`src/rtl/fwm_div.sv`:
```
`timescale 1ns / 1ps
module fwm_div #(
  parameter int NW = 40,
  parameter int DW = 6
) (
  input  logic          clk,
  input  logic          rst,
  input  logic          start,
  input  logic [NW-1:0] num,
  input  logic [DW-1:0] den,
  output logic          busy,
  output logic [NW-1:0] quo
);

  localparam int KW = $clog2(NW + 1);

  logic [KW-1:0] steps;
  logic [DW-1:0] rem;
  logic [DW-1:0] den_r;
  logic [DW:0]   trial;
  logic          fits;

  // one quotient bit per cycle, restoring
  assign trial = {rem, quo[NW-1]};
  assign fits  = trial >= {1'b0, den_r};
  assign busy  = steps != '0;

  always_ff @(posedge clk) begin
    if (rst) begin
      steps <= '0;
    end else if (start) begin
      steps <= KW'(NW);
    end else if (busy) begin
      steps <= steps - 1'b1;
    end
  end

  always_ff @(posedge clk) begin
    if (start) begin
      rem   <= '0;
      quo   <= num;
      den_r <= den;
    end else if (busy) begin
      rem <= fits ? DW'(trial - {1'b0, den_r}) : DW'(trial);
      quo <= {quo[NW-2:0], fits};
    end
  end

endmodule
```
`config.mk`:
```
export PLATFORM = sky130hd
export DESIGN_NAME = fwm_div
export DESIGN_NICKNAME = d
export VERILOG_FILES = /design/src/rtl/fwm_div.sv
export SDC_FILE = /design/constraint.sdc
export NUM_CORES = 1
export LEC_CHECK = 0
export ABC_AREA = 1
export BUFFER_PORTS_ARGS = -buffer_cell sky130_fd_sc_hd__buf_4
export CAP_MARGIN = 25
export CORE_MARGIN = 2
export CORE_UTILIZATION = 51
export DETAILED_ROUTE_END_ITERATION = 12
export PLACE_DENSITY_LB_ADDON = 0.08
export RECOVER_POWER = 50
export SLEW_MARGIN = 25
export SYNTH_ARGS = -nofsm -noshare
export SYNTH_HDL_FRONTEND = slang
export SYNTH_SLANG_ARGS = --single-unit
```
`constraint.sdc`:
```
create_clock -name clk -period 1.98 [get_ports clk]
set_clock_uncertainty 0.1 [all_clocks]
set_input_delay 0.198 -clock clk [delete_from_list [all_inputs] [get_ports clk]]
set_output_delay 0.198 -clock clk [all_outputs]
set_load 0.1 [all_outputs]
```
==> impl_metrics.json <==
{
  "wl_um": 6530,
  "worstPathMaxFanout": 9,
  "pin_count": 90,
  "synth-async-reset-ratio_pct": 0,
  "port_buffers": 89,
  "ant_nets": 0,
  "die-height_um": 78.9,
  "clockRootBuffer": "clkbuf_8",
  "setup_viol": 0,
  "dominantRegCellSynth": "edfxtp_1",
  "fp.dieW_um": 78.9,
  "fin_area_mm2": 0.00390,
  "power_density_mw_per_mm2": 1410,
  "drv_slew": 0,
  "worstSkewPairLatency_ns": 0.34,
  "worstHoldPathType": "input port to flop",
  "grt_start_max_net_pins": 42,
  "grt_pass1_vias": 2321,
  "critPathLaunchType": "flop",
  "yosysTopAreaCell": "edfxtp_1",
  "syn-num-nets": 373,
  "yosysWarnings": 0,
  "placed_area_mm2": 0.00362,
  "rows": 27,
  "synth.top_cell.area_share_pct": 48.2,
  "outcome": "completed",
  "ys_seq_elements": 58,
  "arrival_ns": 1.53,
  "ys_seq_area_share_pct": 56.6,
  "core-area_mm2": 0.00547,
  "critical_path_required_ns": 1.68,
  "cts_setup_buffers": 0,
  "grtUsageTotal_pct": 23.0,
  "cts.sinks": 58,
  "synthDistinctLibCells": 30,
  "rsz0062_at_grt": "false",
  "dieArea_mm2": 0.00623,
  "fillCellCount": 450,
  "wire_per_inst_um": 13.3,
  "period_needed_ns": 1.83,
  "synth_edf_count": 46,
  "nets": 474,
  "fin_hold_ws_ns": 0.0267,
  "tritoncts": "built",
  "vdd_ir_drop_max_uv": 982,
  "post_route_cells_drive_above_1_share_pct": 30.5,
  "cts_buffers": 9,
  "end_kind": "output pin",
  "critical_path_class": "flop to output pin",
  "fin_ws_ns": 0.148,
  "cts.clk_slew.worst_paths_ns": 0.07,
  "max_cap_violations": 0,
  "first_pass_iters": 4,
  "drtIter0Drc": 119,
  "grt_overflow": 0,
  "clock_path_buffers": 2,
  "areaGrowthSynthToFinish_pct": 36.1,
  "num_vias": 2401,
  "timing.fmax_ghz": 0.546,
  "antenna_found_initial": 0,
  "p_leak_nw": 1.95,
  "syn_avg_cell_area_um2": 9.12,
  "synthesis.area_mm2": 0.00286,
  "post-route-period-util_pct": 92.5,
  "worst_pin_slew_ns": 0.948,
  "hold_viol": 0,
  "start_util_pct": 52.3,
  "htreeDepth": 3,
  "pre_cts_ws_ns": 0.131,
  "grt_pass1_wl_um": 10800,
  "slew_headroom_pct": 36.8,
  "dp_hpwl_um": 4640,
  "via_per_inst": 4.88,
  "synth_area_leaders": "edfxtp_1, nand2_1, dfxtp_1",
  "antenna-diode-count": 0,
  "routabilityCongestion": 0.834,
  "synthesis.instances": 314,
  "drcViolationCount": 0
}
==> worst paths after layout <==
| kind | start | to | slack (ns) | depth (start not counted) |
|---|---|---|---|---|
| max | steps[0] | busy | 0.15 | 6 |
| min | num[6] | quo[6] | 0.03 | 3 |
| max reg2reg | steps[0] | rem[2] | 0.22 | 9 |
| min reg2reg | rem[5] | rem[5] | 0.38 | 2 |
==> critical path: stages (launching register included) <==
cell	delay [ns]
dfxtp_1	0.37
inv_1	0.08
ha_1	0.19
inv_1	0.06
nor2_2	0.05
nand3_4	0.12
buf_4	0.32
==> sequential cells by signal, indices dropped and copies added (netlist names) <==
signal and count:
den_r 6, quo 40, rem 6, steps 6
==> power by group <==
part	leakage, nW	switching, mW	internal, mW
Combinational	1.23	1.78	0.511
Sequential	0.586	0.150	1.59
Clock	0.134	0.476	0.997
Total	1.95	2.40	3.10
==> per-stage QoR <==
stage | std cells | utilization [%] | power, mW | setup TNS [ns]
3_5_place_dp | 469 | 66.2 | 4.09 | 0
3_3_place_gp | 469 | 66.2 | 4.05 | 0
6_report | 492 | 71.2 | 5.50 | 0
2_1_floorplan | 314 | - | 3.59 | -1.12
4_1_cts | 492 | 72.3 | 5.58 | 0
5_1_grt | 492 | 71.2 | 5.75 | 0
==> cell type report <==
| class | instances | area [µm²] | share of cell area, % |
|---|---|---|---|
| multi-input combinational | 218 | 1100 | 28.3 |
| clock inverter | 5 | 125 | 3.21 |
| inverter | 29 | 119 | 3.05 |
| clock buffer | 11 | 141 | 3.63 |
| timing repair buffer | 99 | 698 | 17.9 |
| sequential | 58 | 1620 | 41.6 |
| tap | 72 | 90.1 | 2.31 |
==> kinds of logic after synthesis <==
group	Yosys count	synth area share [%]
simple gates	191	29.5
flops	58	56.6
buf+inv	38	5.37
compound gates	13	2.66
fa+ha+maj	10	4.63
xor+xnor	4	1.22
==> routing by layer <==
| metal | share of wire, % | wire (µm) | track usage, % |
|---|---|---|---|
| met3 | 6.8 | 446 | 7.61 |
| met5 | 0 | 0 | 0 |
| met1 | 42 | 2760 | 28.6 |
| met2 | 49 | 3170 | 37.2 |
| met4 | 2.4 | 155 | 9.31 |
==> Yosys cell counts, types with 5 or more instances <==
library cell,count
nor2_1,9
nand3_1,12
ha_1,9
buf_2,5
nand2_1,149
dfxtp_1,12
inv_1,25
edfxtp_1,46
a21oi_1,6
==> cell usage in the layout, fill, tap and decap left out, types with 4 or more instances in the layout <==
| cell type | Yosys | final |
|---|---|---|
| nand2_1 | 149 | 149 |
| clkbuf_8 | 0 | 10 |
| ha_1 | 9 | 8 |
| buf_4 | 0 | 62 |
| dfxtp_1 | 12 | 12 |
| nand3_1 | 12 | 12 |
| inv_1 | 25 | 24 |
| clkbuf_2 | 0 | 22 |
| dlygate4sd3_1 | 0 | 7 |
| a21oi_1 | 6 | 6 |
| nor2_1 | 9 | 9 |
| edfxtp_1 | 46 | 46 |
| clkbuf_4 | 0 | 6 |
| bufinv_16 | 0 | 4 |
==> what timing repair did <==
item,in CTS,in global routing
gates resized for setup,0,1
endpoints found under the setup margin,0,1
endpoints found under the hold margin,8,0
hold buffers,7,0
No activity file was read; power rests on OpenSTA's default activity.
